## src/rtl/rls_pkg.sv

```systemverilog
package rls_pkg;

    localparam int LED_COUNT = 64;
    localparam int LED_W     = (LED_COUNT > 1) ? $clog2(LED_COUNT) : 1;
    localparam int WORD_W    = 24;
    localparam int BIT_W     = 5;
    localparam int TICK_W    = 16;
    localparam int CFG_W     = 16;
    localparam int CFG_IDX_W = 3;

    localparam logic [BIT_W-1:0] LAST_BIT = BIT_W'(WORD_W - 1);
    localparam logic [LED_W-1:0] LAST_LED = LED_W'(LED_COUNT - 1);

    typedef enum logic [1:0] {
        PH_IDLE  = 2'd0,
        PH_HIGH  = 2'd1,
        PH_LOW   = 2'd2,
        PH_LATCH = 2'd3
    } t_phase;

    typedef enum logic [1:0] {
        MODE_WRITE = 2'd0,
        MODE_SHOW  = 2'd1,
        MODE_TICK  = 2'd2
    } t_mode;

    typedef enum logic [CFG_IDX_W-1:0] {
        CFG_ONE_HIGH  = 3'd0,
        CFG_ONE_LOW   = 3'd1,
        CFG_ZERO_HIGH = 3'd2,
        CFG_ZERO_LOW  = 3'd3,
        CFG_LATCH     = 3'd4
    } t_cfg_idx;

endpackage

```

## src/rtl/rls_ram.sv

```systemverilog
module rls_ram #(
    parameter int WIDTH = 8,
    parameter int DEPTH = 16
) (
    input  logic                             i_clk,
    input  logic                             i_we,
    input  logic [$clog2(DEPTH)-1:0]         i_waddr,
    input  logic [WIDTH-1:0]                 i_wdata,
    input  logic [$clog2(DEPTH)-1:0]         i_raddr,
    output logic [WIDTH-1:0]                 o_rdata
);

    logic [WIDTH-1:0] r_mem [DEPTH];
    logic [WIDTH-1:0] r_rdata;

    // read-first: a read at the written address returns the old word
    always_ff @(posedge i_clk) begin
        if (i_we) begin
            r_mem[i_waddr] <= i_wdata;
        end
        r_rdata <= r_mem[i_raddr];
    end

    assign o_rdata = r_rdata;

endmodule

```

## src/rtl/rgb_led_strip_serializer.sv

```systemverilog
// Single-wire RGB LED strip driver. Pixel words (green, red, blue) live in a
// 64-entry synchronous RAM; a write beat stores one pixel while the block is
// idle, a show beat starts a frame and every tick beat is one clock of the
// pulse timebase. Each bit goes out green first, MSB first, as a high pulse
// then a low pulse whose lengths come from the timing registers, and the
// frame ends with the latch low time. Every input beat gives exactly one
// result beat, held in an output register: the line level, busy and a flag
// for a write or show that was dropped (busy, or index out of range). One
// beat is taken every clock while the output side keeps up; a result left
// waiting in the output register holds off the input until it is taken, and
// ready follows the output side directly so that a taken result and a new
// beat share one cycle. Each result appears in the output register on the
// cycle after its beat. The word of the LED being sent is held in a register
// while the RAM fetches the next LED ahead of use; a fresh word is needed at
// most once every 48 ticks, so the single read port never limits the rate. The
// store reads as zero after reset through one valid flop per entry, so there is
// no clearing pass. Timing registers are written through the configuration
// port; the user must write them only while idle, the block does not enforce it.
module rgb_led_strip_serializer (
    input  logic                          i_clk,
    input  logic                          i_rst_n,
    // input channel
    input  logic                          i_valid,
    output logic                          o_ready,
    input  logic [1:0]                    i_mode,
    input  logic [7:0]                    i_led_index,
    input  logic [7:0]                    i_red,
    input  logic [7:0]                    i_green,
    input  logic [7:0]                    i_blue,
    // result channel
    output logic                          o_valid,
    input  logic                          i_ready,
    output logic                          o_line_level,
    output logic                          o_busy_res,
    output logic                          o_ignored,
    // configuration
    input  logic                          i_cfg_we,
    input  logic [rls_pkg::CFG_IDX_W-1:0] i_cfg_idx,
    input  logic [rls_pkg::CFG_W-1:0]     i_cfg_data
);
    import rls_pkg::*;

    // timing registers
    logic [7:0]        r_one_high;
    logic [7:0]        r_one_low;
    logic [7:0]        r_zero_high;
    logic [7:0]        r_zero_low;
    logic [TICK_W-1:0] r_latch;

    // frame sequencer
    t_phase            r_phase, n_phase;
    logic [LED_W-1:0]  r_led, n_led;
    logic [BIT_W-1:0]  r_bit, n_bit;
    logic [TICK_W-1:0] r_tick, n_tick;
    logic [WORD_W-1:0] r_word, n_word;

    // store side
    logic [LED_COUNT-1:0] r_valid_bits;
    logic                 r_rd_vld;
    logic [WORD_W-1:0]    rd_data;
    logic [WORD_W-1:0]    rd_word;
    logic [LED_W-1:0]     rd_addr;
    logic [LED_W-1:0]     wr_addr;
    logic [WORD_W-1:0]    wr_word;

    // result register
    logic r_o_valid;
    logic r_o_line;
    logic r_o_busy;
    logic r_o_ign;

    // beat decode
    logic              accept;
    logic              busy;
    logic              idx_ok;
    logic              do_write;
    logic              do_start;
    logic              do_tick;
    logic              ign;
    logic              cur_bit;
    logic [TICK_W-1:0] seg_len;
    logic [TICK_W-1:0] tick_inc;
    logic              seg_done;
    logic              last_bit;
    logic              last_led;
    logic              led_adv;

    assign o_ready  = !r_o_valid || i_ready;
    assign accept   = i_valid && o_ready;
    assign busy     = (r_phase != PH_IDLE);
    assign idx_ok   = (32'(i_led_index) < 32'(LED_COUNT));

    assign do_write = accept && (i_mode == MODE_WRITE) && !busy && idx_ok;
    assign do_start = accept && (i_mode == MODE_SHOW) && !busy;
    assign do_tick  = accept && (i_mode == MODE_TICK) && busy;
    assign ign      = accept && (((i_mode == MODE_WRITE) && (busy || !idx_ok))
                               || ((i_mode == MODE_SHOW) && busy));

    assign wr_addr  = LED_W'(i_led_index);
    assign wr_word  = {i_green, i_red, i_blue};

    // current bit, msb first
    assign cur_bit  = r_word[LAST_BIT - r_bit];
    assign last_bit = (r_bit == LAST_BIT);
    assign last_led = (r_led == LAST_LED);

    always_comb begin
        case (r_phase)
            PH_HIGH:  seg_len = TICK_W'(cur_bit ? r_one_high : r_zero_high);
            PH_LOW:   seg_len = TICK_W'(cur_bit ? r_one_low : r_zero_low);
            default:  seg_len = r_latch;
        endcase
    end

    // a zero length leaves after one tick, same as a length of one
    assign tick_inc = r_tick + TICK_W'(1);
    assign seg_done = (tick_inc >= seg_len);

    // moving on to the next led (or into the latch time)
    assign led_adv  = do_tick && seg_done && (r_phase == PH_LOW) && last_bit;

    // next state
    always_comb begin
        n_phase = r_phase;
        if (do_start) begin
            n_phase = PH_HIGH;
        end else if (do_tick && seg_done) begin
            case (r_phase)
                PH_HIGH:  n_phase = PH_LOW;
                PH_LOW:   n_phase = (last_bit && last_led) ? PH_LATCH : PH_HIGH;
                PH_LATCH: n_phase = PH_IDLE;
                default:  n_phase = r_phase;
            endcase
        end
    end

    // pointers, tick counter and current word
    always_comb begin
        n_tick = r_tick;
        n_bit  = r_bit;
        n_led  = r_led;
        n_word = r_word;
        if (do_start) begin
            n_tick = '0;
            n_bit  = '0;
            n_led  = '0;
        end else if (do_tick) begin
            n_tick = seg_done ? '0 : tick_inc;
            if (seg_done && (r_phase == PH_LOW)) begin
                n_bit = last_bit ? '0 : r_bit + BIT_W'(1);
                if (last_bit) begin
                    n_led = last_led ? '0 : r_led + LED_W'(1);
                end
            end
            if (seg_done && (r_phase == PH_LATCH)) begin
                n_bit = '0;
                n_led = '0;
            end
        end
        // the word register shadows entry zero while idle
        if (do_write && (wr_addr == '0)) begin
            n_word = wr_word;
        end else if (led_adv) begin
            n_word = rd_word;
        end
    end

    // fetch the next led one ahead; during the last led and the latch time
    // entry zero is fetched so the word register is back on it at the end
    assign rd_addr = (busy && (r_phase != PH_LATCH) && !last_led)
                   ? r_led + LED_W'(1) : '0;
    assign rd_word = r_rd_vld ? rd_data : '0;

    rls_ram #(
        .WIDTH (WORD_W),
        .DEPTH (LED_COUNT)
    ) u_store (
        .i_clk   (i_clk),
        .i_we    (do_write),
        .i_waddr (wr_addr),
        .i_wdata (wr_word),
        .i_raddr (rd_addr),
        .o_rdata (rd_data)
    );

    always_ff @(posedge i_clk) begin
        r_rd_vld <= r_valid_bits[rd_addr];
        r_o_line <= accept ? (n_phase == PH_HIGH) : r_o_line;
        r_o_busy <= accept ? (n_phase != PH_IDLE) : r_o_busy;
        r_o_ign  <= accept ? ign : r_o_ign;
    end

    always_ff @(posedge i_clk) begin
        if (!i_rst_n) begin
            r_phase      <= PH_IDLE;
            r_led        <= '0;
            r_bit        <= '0;
            r_tick       <= '0;
            r_word       <= '0;
            r_valid_bits <= '0;
            r_o_valid    <= 1'b0;
        end else begin
            r_phase <= n_phase;
            r_led   <= n_led;
            r_bit   <= n_bit;
            r_tick  <= n_tick;
            r_word  <= n_word;
            if (do_write) begin
                r_valid_bits[wr_addr] <= 1'b1;
            end
            if (accept) begin
                r_o_valid <= 1'b1;
            end else if (i_ready) begin
                r_o_valid <= 1'b0;
            end
        end
    end

    // timing registers
    always_ff @(posedge i_clk) begin
        if (!i_rst_n) begin
            r_one_high  <= 8'd9;
            r_one_low   <= 8'd4;
            r_zero_high <= 8'd3;
            r_zero_low  <= 8'd10;
            r_latch     <= TICK_W'(960);
        end else if (i_cfg_we) begin
            case (i_cfg_idx)
                CFG_ONE_HIGH:  r_one_high  <= i_cfg_data[7:0];
                CFG_ONE_LOW:   r_one_low   <= i_cfg_data[7:0];
                CFG_ZERO_HIGH: r_zero_high <= i_cfg_data[7:0];
                CFG_ZERO_LOW:  r_zero_low  <= i_cfg_data[7:0];
                CFG_LATCH:     r_latch     <= i_cfg_data[TICK_W-1:0];
                default:       ;
            endcase
        end
    end

    assign o_valid      = r_o_valid;
    assign o_line_level = r_o_line;
    assign o_busy_res   = r_o_busy;
    assign o_ignored    = r_o_ign;

    // the store is only written between frames
    a_no_write_busy: assert property (@(posedge i_clk) disable iff (!i_rst_n)
        do_write |-> (r_phase == PH_IDLE))
        else $error("pixel store written during a frame");

    // a show from idle is answered with the line high
    a_show_high: assert property (@(posedge i_clk) disable iff (!i_rst_n)
        do_start |=> (o_valid && o_line_level && o_busy_res && !o_ignored))
        else $error("frame start not reported as high pulse");

    // pointers are back at the first led once a frame is over
    a_end_rewind: assert property (@(posedge i_clk) disable iff (!i_rst_n)
        (busy && (n_phase == PH_IDLE)) |=> ((r_led == '0) && (r_bit == '0)))
        else $error("pointers not rewound at end of frame");

    // bit pointer stays within one colour word
    a_bit_range: assert property (@(posedge i_clk) disable iff (!i_rst_n)
        do_tick |=> (r_bit <= LAST_BIT))
        else $error("bit pointer beyond the colour word");

endmodule
```

## config.mk

```make
export PLATFORM = sky130hd
export DESIGN_NAME = rgb_led_strip_serializer
export DESIGN_NICKNAME = d
export VERILOG_FILES = /design/src/rtl/rls_pkg.sv /design/src/rtl/rls_ram.sv /design/src/rtl/rgb_led_strip_serializer.sv
export SDC_FILE = /design/constraint.sdc
export NUM_CORES = 2
export LEC_CHECK = 0
export BUFFER_PORTS_ARGS = -buffer_cell sky130_fd_sc_hd__buf_4
export CAP_MARGIN = 20
export CORE_MARGIN = 2
export CORE_UTILIZATION = 52
export DETAILED_ROUTE_END_ITERATION = 8
export HOLD_SLACK_MARGIN = 0.12
export PLACE_DENSITY_LB_ADDON = 0.2
export SLEW_MARGIN = 40
export SYNTH_ARGS = -nofsm -noshare
export SYNTH_HDL_FRONTEND = slang
export SYNTH_HIERARCHICAL = 1
export SYNTH_SLANG_ARGS = --single-unit
```

## constraint.sdc

```tcl
create_clock -name i_clk -period 5.5 [get_ports i_clk]
set_input_delay 0.275 -clock i_clk [delete_from_list [all_inputs] [get_ports i_clk]]
set_output_delay 0.275 -clock i_clk [all_outputs]
set_load 0.1 [all_outputs]
```

-- After elaboration in Yosys (flattened, before gate mapping)
Memory sizes are Yosys's and may differ from the RTL's. A register that Yosys moved wholly into a read port is not among the register bits.
Cells that the tools add are included.
- flip-flop bits (word level): 170
- latch bits: 0
- bits in writable memories: 1536
- memory bits (read-only): 0
- input port bits: 58
- output and inout bits: 5
- word-level logic and storage cells: 116
- memories kept: 1
- add/subtract/negate cells: 4
- $mul: 0
- divide/modulo/power cells: 0
- order comparisons: 6
- equality and inequality tests: 13
- shift-type cells: 0
- muxes and demuxes: 29
- bitwise logic cells: 2
- reductions and logical operators: 45
- memory list (name ; words ; bits a word ; read ports ; clocked after memory_dff ; write ports ; line ; source):
    u_store.r_mem ; 64 ; 24 ; 1 ; 1 ; 1 ; rls_ram.sv:13 ; logic [WIDTH-1:0] r_mem [DEPTH];
- operators with widths (operator ; count):
    2-to-1 mux 24 bit ; 3
    OR 64 bit ; 1
    one-hot mux 16 bit (2 select lines) ; 1
    2-to-1 mux 6 bit ; 5
    logical AND 1 bit ; 21
    adder 16 x 1 -> 16 bit, second input constant ; 1
    >= comparator 16 bit ; 1
    2-to-1 mux 16 bit ; 1
    2-to-1 mux 8 bit ; 2
    2-to-1 mux 5 bit ; 3
    less-than comparator 6 x 7 -> 1 bit, second input constant ; 2
    AND reduction 2 bit ; 6
    nonzero test 2 bit ; 6
    less-than comparator 8 x 7 -> 1 bit, second input constant ; 1
    2-to-1 mux 1 bit ; 7
    adder 6 x 1 -> 6 bit, second input constant ; 1
    binary-select mux 1 bit (select 6 bit) ; 1
    demux 1 bit (select 6 bit) ; 1
    equality test 2 x 1 -> 1 bit, second input constant ; 3
    equality test 2 bit, second input constant ; 3
    equality test 3 x 2 -> 1 bit, second input constant ; 2
    equality test 6 bit, second input constant ; 1
    >= comparator 6 x 1 -> 1 bit, second input constant ; 1
    logical NOT 6 bit ; 1
    other kinds (17) ; 24

-- Logic depth before layout (Yosys ltp)
- word-level depth: 11
- gate-level depth with buffers: 20
- gate-level depth less buffers: 15

-- By module
The synthesis kept the hierarchy.
- by module, submodules not included (module ; times used ; cells each ; area each (µm²) ; sequential area each (µm²)):
    rls_ram ; 1 ; 2610 ; 59295.6 ; 46604.7
    rgb_led_strip_serializer ; 1 ; 1117 ; 8898.5 ; 3433.3

-- Worst setup path before layout
Ideal clock, no wire load.
- kind: flip-flop to flip-flop
- start: register r_o_valid, in the netlist o_valid
- end: memory u_store/r_mem[48][0] in the netlist's numbering (enable)
- library setup time: 435 ps
- arrival time: 4227 ps
- required time: 5065 ps
- slack: 838 ps
- stages on the path, launching flop included: 6
- buffers on the path: 0
- period minus slack after synthesis: 4662 ps
- cells stage by stage: dfxtp_1 nand2b_1 nor4b_4 nor2b_1 nand4b_1 nor3_1
- word-level cells in the longest chain between the ends: 8
- RTL lines (what ; line ; source):
    from (decl) ; rgb_led_strip_serializer.sv:67 ; logic r_o_valid;
    from (signal assigned) ; rgb_led_strip_serializer.sv:201 ; r_o_valid <= 1'b0;
    from (signal assigned) ; rgb_led_strip_serializer.sv:212 ; r_o_valid <= 1'b1;
    from (signal assigned) ; rgb_led_strip_serializer.sv:214 ; r_o_valid <= 1'b0;
    logical NOT 1 bit ; rgb_led_strip_serializer.sv:88 ; assign o_ready = !r_o_valid || i_ready;
    logical OR 1 bit ; rgb_led_strip_serializer.sv:88 ;
    named net o_ready ; rgb_led_strip_serializer.sv:24 ; output logic o_ready,
    logical AND 1 bit ; rgb_led_strip_serializer.sv:89 ; assign accept = i_valid && o_ready;
    logical AND 1 bit (3 in series) ; rgb_led_strip_serializer.sv:93 ; assign do_write = accept && (i_mode == MODE_WRITE) && !busy && idx_ok;
    named net do_write ; rgb_led_strip_serializer.sv:76 ; logic do_write;
    2-to-1 mux 1 bit ; rls_ram.sv:18 ; if (i_we) begin
    2-to-1 mux 1 bit (implied by the code) ; rls_ram.sv:19 ; r_mem[i_waddr] <= i_wdata;
    to (decl) ; rls_ram.sv:13 ;
The timed path passes the listed nets, and every way through them passes these cells.

-- Worst setup path in the final report
- start: register r_bit[0]
- end: register r_word[21]
- word-level cells in the longest chain between the ends: 10
- elaborated cells on any way between the ends: 12
- those cells by class: add/sub: 1; order compare: 1; eq/ne: 1; mux: 5; reduce/logical: 4
- RTL lines (what ; line ; source):
    from (decl) ; rgb_led_strip_serializer.sv:53 ; logic [BIT_W-1:0] r_bit, n_bit;
    from (signal assigned) ; rgb_led_strip_serializer.sv:205 ; r_bit <= n_bit;
    subtractor 5 bit ; rgb_led_strip_serializer.sv:103 ; assign cur_bit = r_word[LAST_BIT - r_bit];
    binary-select mux 1 bit (select 5 bit) ; rgb_led_strip_serializer.sv:103 ;
    2-to-1 mux 1 bit (implied by the code) ; rgb_led_strip_serializer.sv:103 ;
    2-to-1 mux 8 bit, on equally long branches ; rgb_led_strip_serializer.sv:110, rgb_led_strip_serializer.sv:109 ;
    one-hot mux 16 bit (2 select lines) ; rgb_led_strip_serializer.sv:108 ; case (r_phase)
    >= comparator 16 bit ; rgb_led_strip_serializer.sv:117 ; assign seg_done = (tick_inc >= seg_len);
    logical AND 1 bit (2 in series) ; rgb_led_strip_serializer.sv:120 ; assign led_adv = do_tick && seg_done && (r_phase == PH_LOW) && last_bit;
    logical AND 1 bit (*) ; rgb_led_strip_serializer.sv:120 ;
    nonzero test 2 bit (no source line) (*) ; -- ;
    to (signal assigned) ; rgb_led_strip_serializer.sv:207 ; r_word <= n_word;
    to (decl) ; rgb_led_strip_serializer.sv:55 ; logic [WORD_W-1:0] r_word, n_word;
Every way passes the cells marked *; elsewhere a longest branch is shown, timed or not. The select of a mux whose other input is x is not followed.
A chain may end at the register's enable or synchronous reset.

==> results_dict.tcl <==
set metrics [dict create \
    grt_use_total_pct 24.83 \
    vias 36540 \
    worstPathCellList "mux4_2 -> mux2i_1 -> nor3_1 -> a21oi_2 -> mux2i_1 -> o22ai_1 -> a21o_1 -> ha_1 -> nand2b_1 -> a21o_1 -> a211oi_1 -> o221a_2 -> and2_4 -> o31a_1 -> buf_4 -> mux2i_1" \
    grt_max_degree 83 \
    reg2regPathDepth 16 \
    fill_cells 9445 \
    worst_ep_arrival_time_ns 5.51 \
    worstMarginPinSlew_ns 0.8503 \
    path_common_cell "mux2i_1" \
    grt_antenna_before_repair 4 \
    final_util_pct 59.70 \
    area.growth.synth_to_final_pct 13.64 \
    finalPower_mw 26.47 \
    ant_nets 0 \
    startpoint_type "register" \
    tritoncts "done" \
    avgSynthCellArea_um2 18.30 \
    wl_per_cell_um 28.38 \
    synthArstFlopShare_pct 0 \
    multi_input_area_um2 17200 \
    drive_gt1_share_pct 23.47 \
    synth-seq-cells 1730 \
    gp_congestion 0.8687 \
    dpl.hpwl_um 96810 \
    mappedNetlistNets 3810 \
    yosysSeqAreaShare_pct 73.38 \
    seqCellArea_um2 50040 \
    grt-ovfl-total 0 \
    syn_area_um2 68190 \
    clockBufferDepth 3 \
    setup_violations 0 \
    post-synth-top-count-cell "edfxtp_1" \
    yosysTopAreaCell "edfxtp_1" \
    synth_commonest_cells "edfxtp_1 (1539), mux4_2 (362), nand2_1 (220)" \
    setup_ws_ns 0.7197 \
    timing.final.crit_period_ns 4.780 \
    final_hold_viol_count 0 \
    drv_slew 0 \
    grt_pass1_vias 36150 \
    clock_skew_ns 0.02383 \
    cap_violations 0 \
    drtIter0Drc 4090 \
    min_period_over_period_pct 86.92 \
    dp_slack_ns 0.6992 \
    synthFlopType "edfxtp_1" \
    yosys-top-cells-area "edfxtp_1 (68%), mux4_2 (12%), dfxtp_1 (5.6%)" \
    insertion_delay_ns 0.80 \
    hp-class "input port to register" \
    cts_buffers 173 \
    final_cell_count_no_fill 5856 \
    path_max_fanout 24 \
    grt_pass1_wl_um 244800 \
    endpoint "r_word[21]" \
    critPathRequiredTime_ns 6.23 \
    die_area_um2 134100 \
    drc 0 \
    design.core.area_um2 129800 \
    fin_area_um2 77500 \
    fmax_ghz 0.2092 \
    dp.cells 5462 \
    crit_path_end_kind "register" \
    place_area_um2 71240 \
    relSlewSlack_pct 43.20 \
    routed_wl_um 166200 \
    r2r-end "r_word[21]" \
    r2r_setup_slack_ns 0.72 \
    syn_inst 3727 \
    yosysWarningCount 6 \
    crit_path_start "r_bit[0]" \
    yosysUniqueCellTypes 71 \
    slowest_stage "dfxtp_1" \
    rsz0062_at_grt "false" \
    synth_top_area_share_pct 67.77 \
    drt_pre_antenna_iters 5 \
    io_pins 63 \
    layout.nets 4049 \
    regToRegStartpoint "r_bit[0]" \
    h-tree-depth 4 \
    power_density_nw_per_um2 341.6 \
    holdWs_ns 0.1772 \
    slowest_delay_ns 0.62 \
    path_class "register to register" \
    synth-edff-count 1539 \
    fp.dieW_um 366.1 \
    cts.sinks 1730 \
    cellLeakagePower_nw 24.42 \
    ir_drop_uv 293.8 \
    clk_pin_slew_ns 0.06 \
    tns_ns 0 \
    root_buffer "clkbuf_16" \
    drt-vias-per-instance 6.239 \
    placementRows 132 \
    start_util_pct 52.53 \
    status "completed" \
    port_buffers 62 \
    dieHeight_um 366.1 \
]
==> sequential cells by signal, summed over array words and instances, names as in the netlist <==
name and flops:
u_store/r_mem 1536, o_busy_res 1, r_bit 5, r_one_low 8, r_zero_low 8, o_valid 1
r_phase 2, r_rd_vld 1, o_line_level 1, o_ignored 1, r_led 6, r_latch 16
r_tick 16, r_word 24, r_zero_high 8, r_one_high 8, r_valid_bits 64, u_store/o_rdata 24
==> layer usage <==
metal / vias to the layer above / GRT usage (%) / part of all wire (%)
met4: 0 / 7.574 / 2.6
met5: - / 0 / 0
li1: 15570 / - / -
met2: 1517 / 37.86 / 46
met1: 19240 / 36.97 / 43
met3: 205 / 4.320 / 7.8
==> area by class of cell <==
type,count,area share (%)
clock inverters,101,0.9768
well taps,1742,2.812
inverters,16,0.09687
diodes,2,0.006458
clock buffers,220,6.103
repair buffers,280,3.240
flip-flops and latches,1730,64.57
multi-input cells,1765,22.20
==> worst max-delay path: cells and delay by family (launching register included) <==
kind	cells	cell delay [ns]
flip-flops	1	0.62
AO/OA/AOI/OAI	7	1.65
AND/OR/NAND/NOR	3	0.55
multiplexers	4	1.24
buffers and inverters	1	0.37
adder cells (fa/ha/maj)	1	0.26
==> how the worst min path moves through the flow <==
stage	from	end	cells after the start
after global placement	r_valid_bits[6]	r_valid_bits[6]	1
final	i_cfg_we	r_latch[4]	4
after detailed placement	r_valid_bits[6]	r_valid_bits[6]	1
after CTS	i_cfg_we	r_latch[4]	4
after floorplan	i_blue[0]	u_store/r_mem[0][0]	0
after global routing	i_cfg_we	r_latch[4]	4
==> repair_timing <==
action                    in CTS  in global routing
hold buffers                  68                  0
gates resized for setup        0                  0
setup buffers                  0                  0
hold endpoints to repair    1375                  0
==> power by group <==
group          internal (mW)  leakage, nW  switching (mW)  total, mW
clock                   6.54         2.68            4.87       11.4
combinational          0.260         6.35           0.495      0.755
sequential              14.3         15.4         0.00968       14.3
==> cell families (layout without fill, tap and decap cells) <==
| logic type | count (synthesis) | count (layout) | synth area share [%] |
|---|---|---|---|
| xor gates and xnor gates | 17 | 17 | 0.2183 |
| muxes | 564 | 564 | 15.03 |
| adders and majority gates | 25 | 25 | 0.4587 |
| other | 0 | 2 | 0 |
| buffers and inverters | 232 | 617 | 1.681 |
| AOI/OAI and AO/OA | 453 | 453 | 4.394 |
| and+or+nand+nor | 706 | 706 | 4.844 |
| DFF | 1730 | 1730 | 73.38 |
==> cells in the final DEF (no fill, tap or decap), types with 15 or more instances in the layout <==
master / n
nor2_1: 154
o22ai_1: 63
nor2_2: 62
clkinv_1: 50
and3_1: 74
ha_1: 25
o21a_1: 54
a22oi_1: 29
a21oi_1: 99
clkinv_2: 27
nand3_1: 67
mux4_2: 362
a31oi_1: 21
buf_12: 17
clkbuf_1: 33
mux2_2: 59
dlygate4sd3_1: 68
buf_4: 188
a221oi_1: 52
nand2_1: 219
clkbuf_16: 182
nand2b_1: 15
edfxtp_1: 1539
mux2i_1: 143
o21ai_0: 57
dfxtp_1: 191
Note: power is estimated with default switching activity, not from simulation.
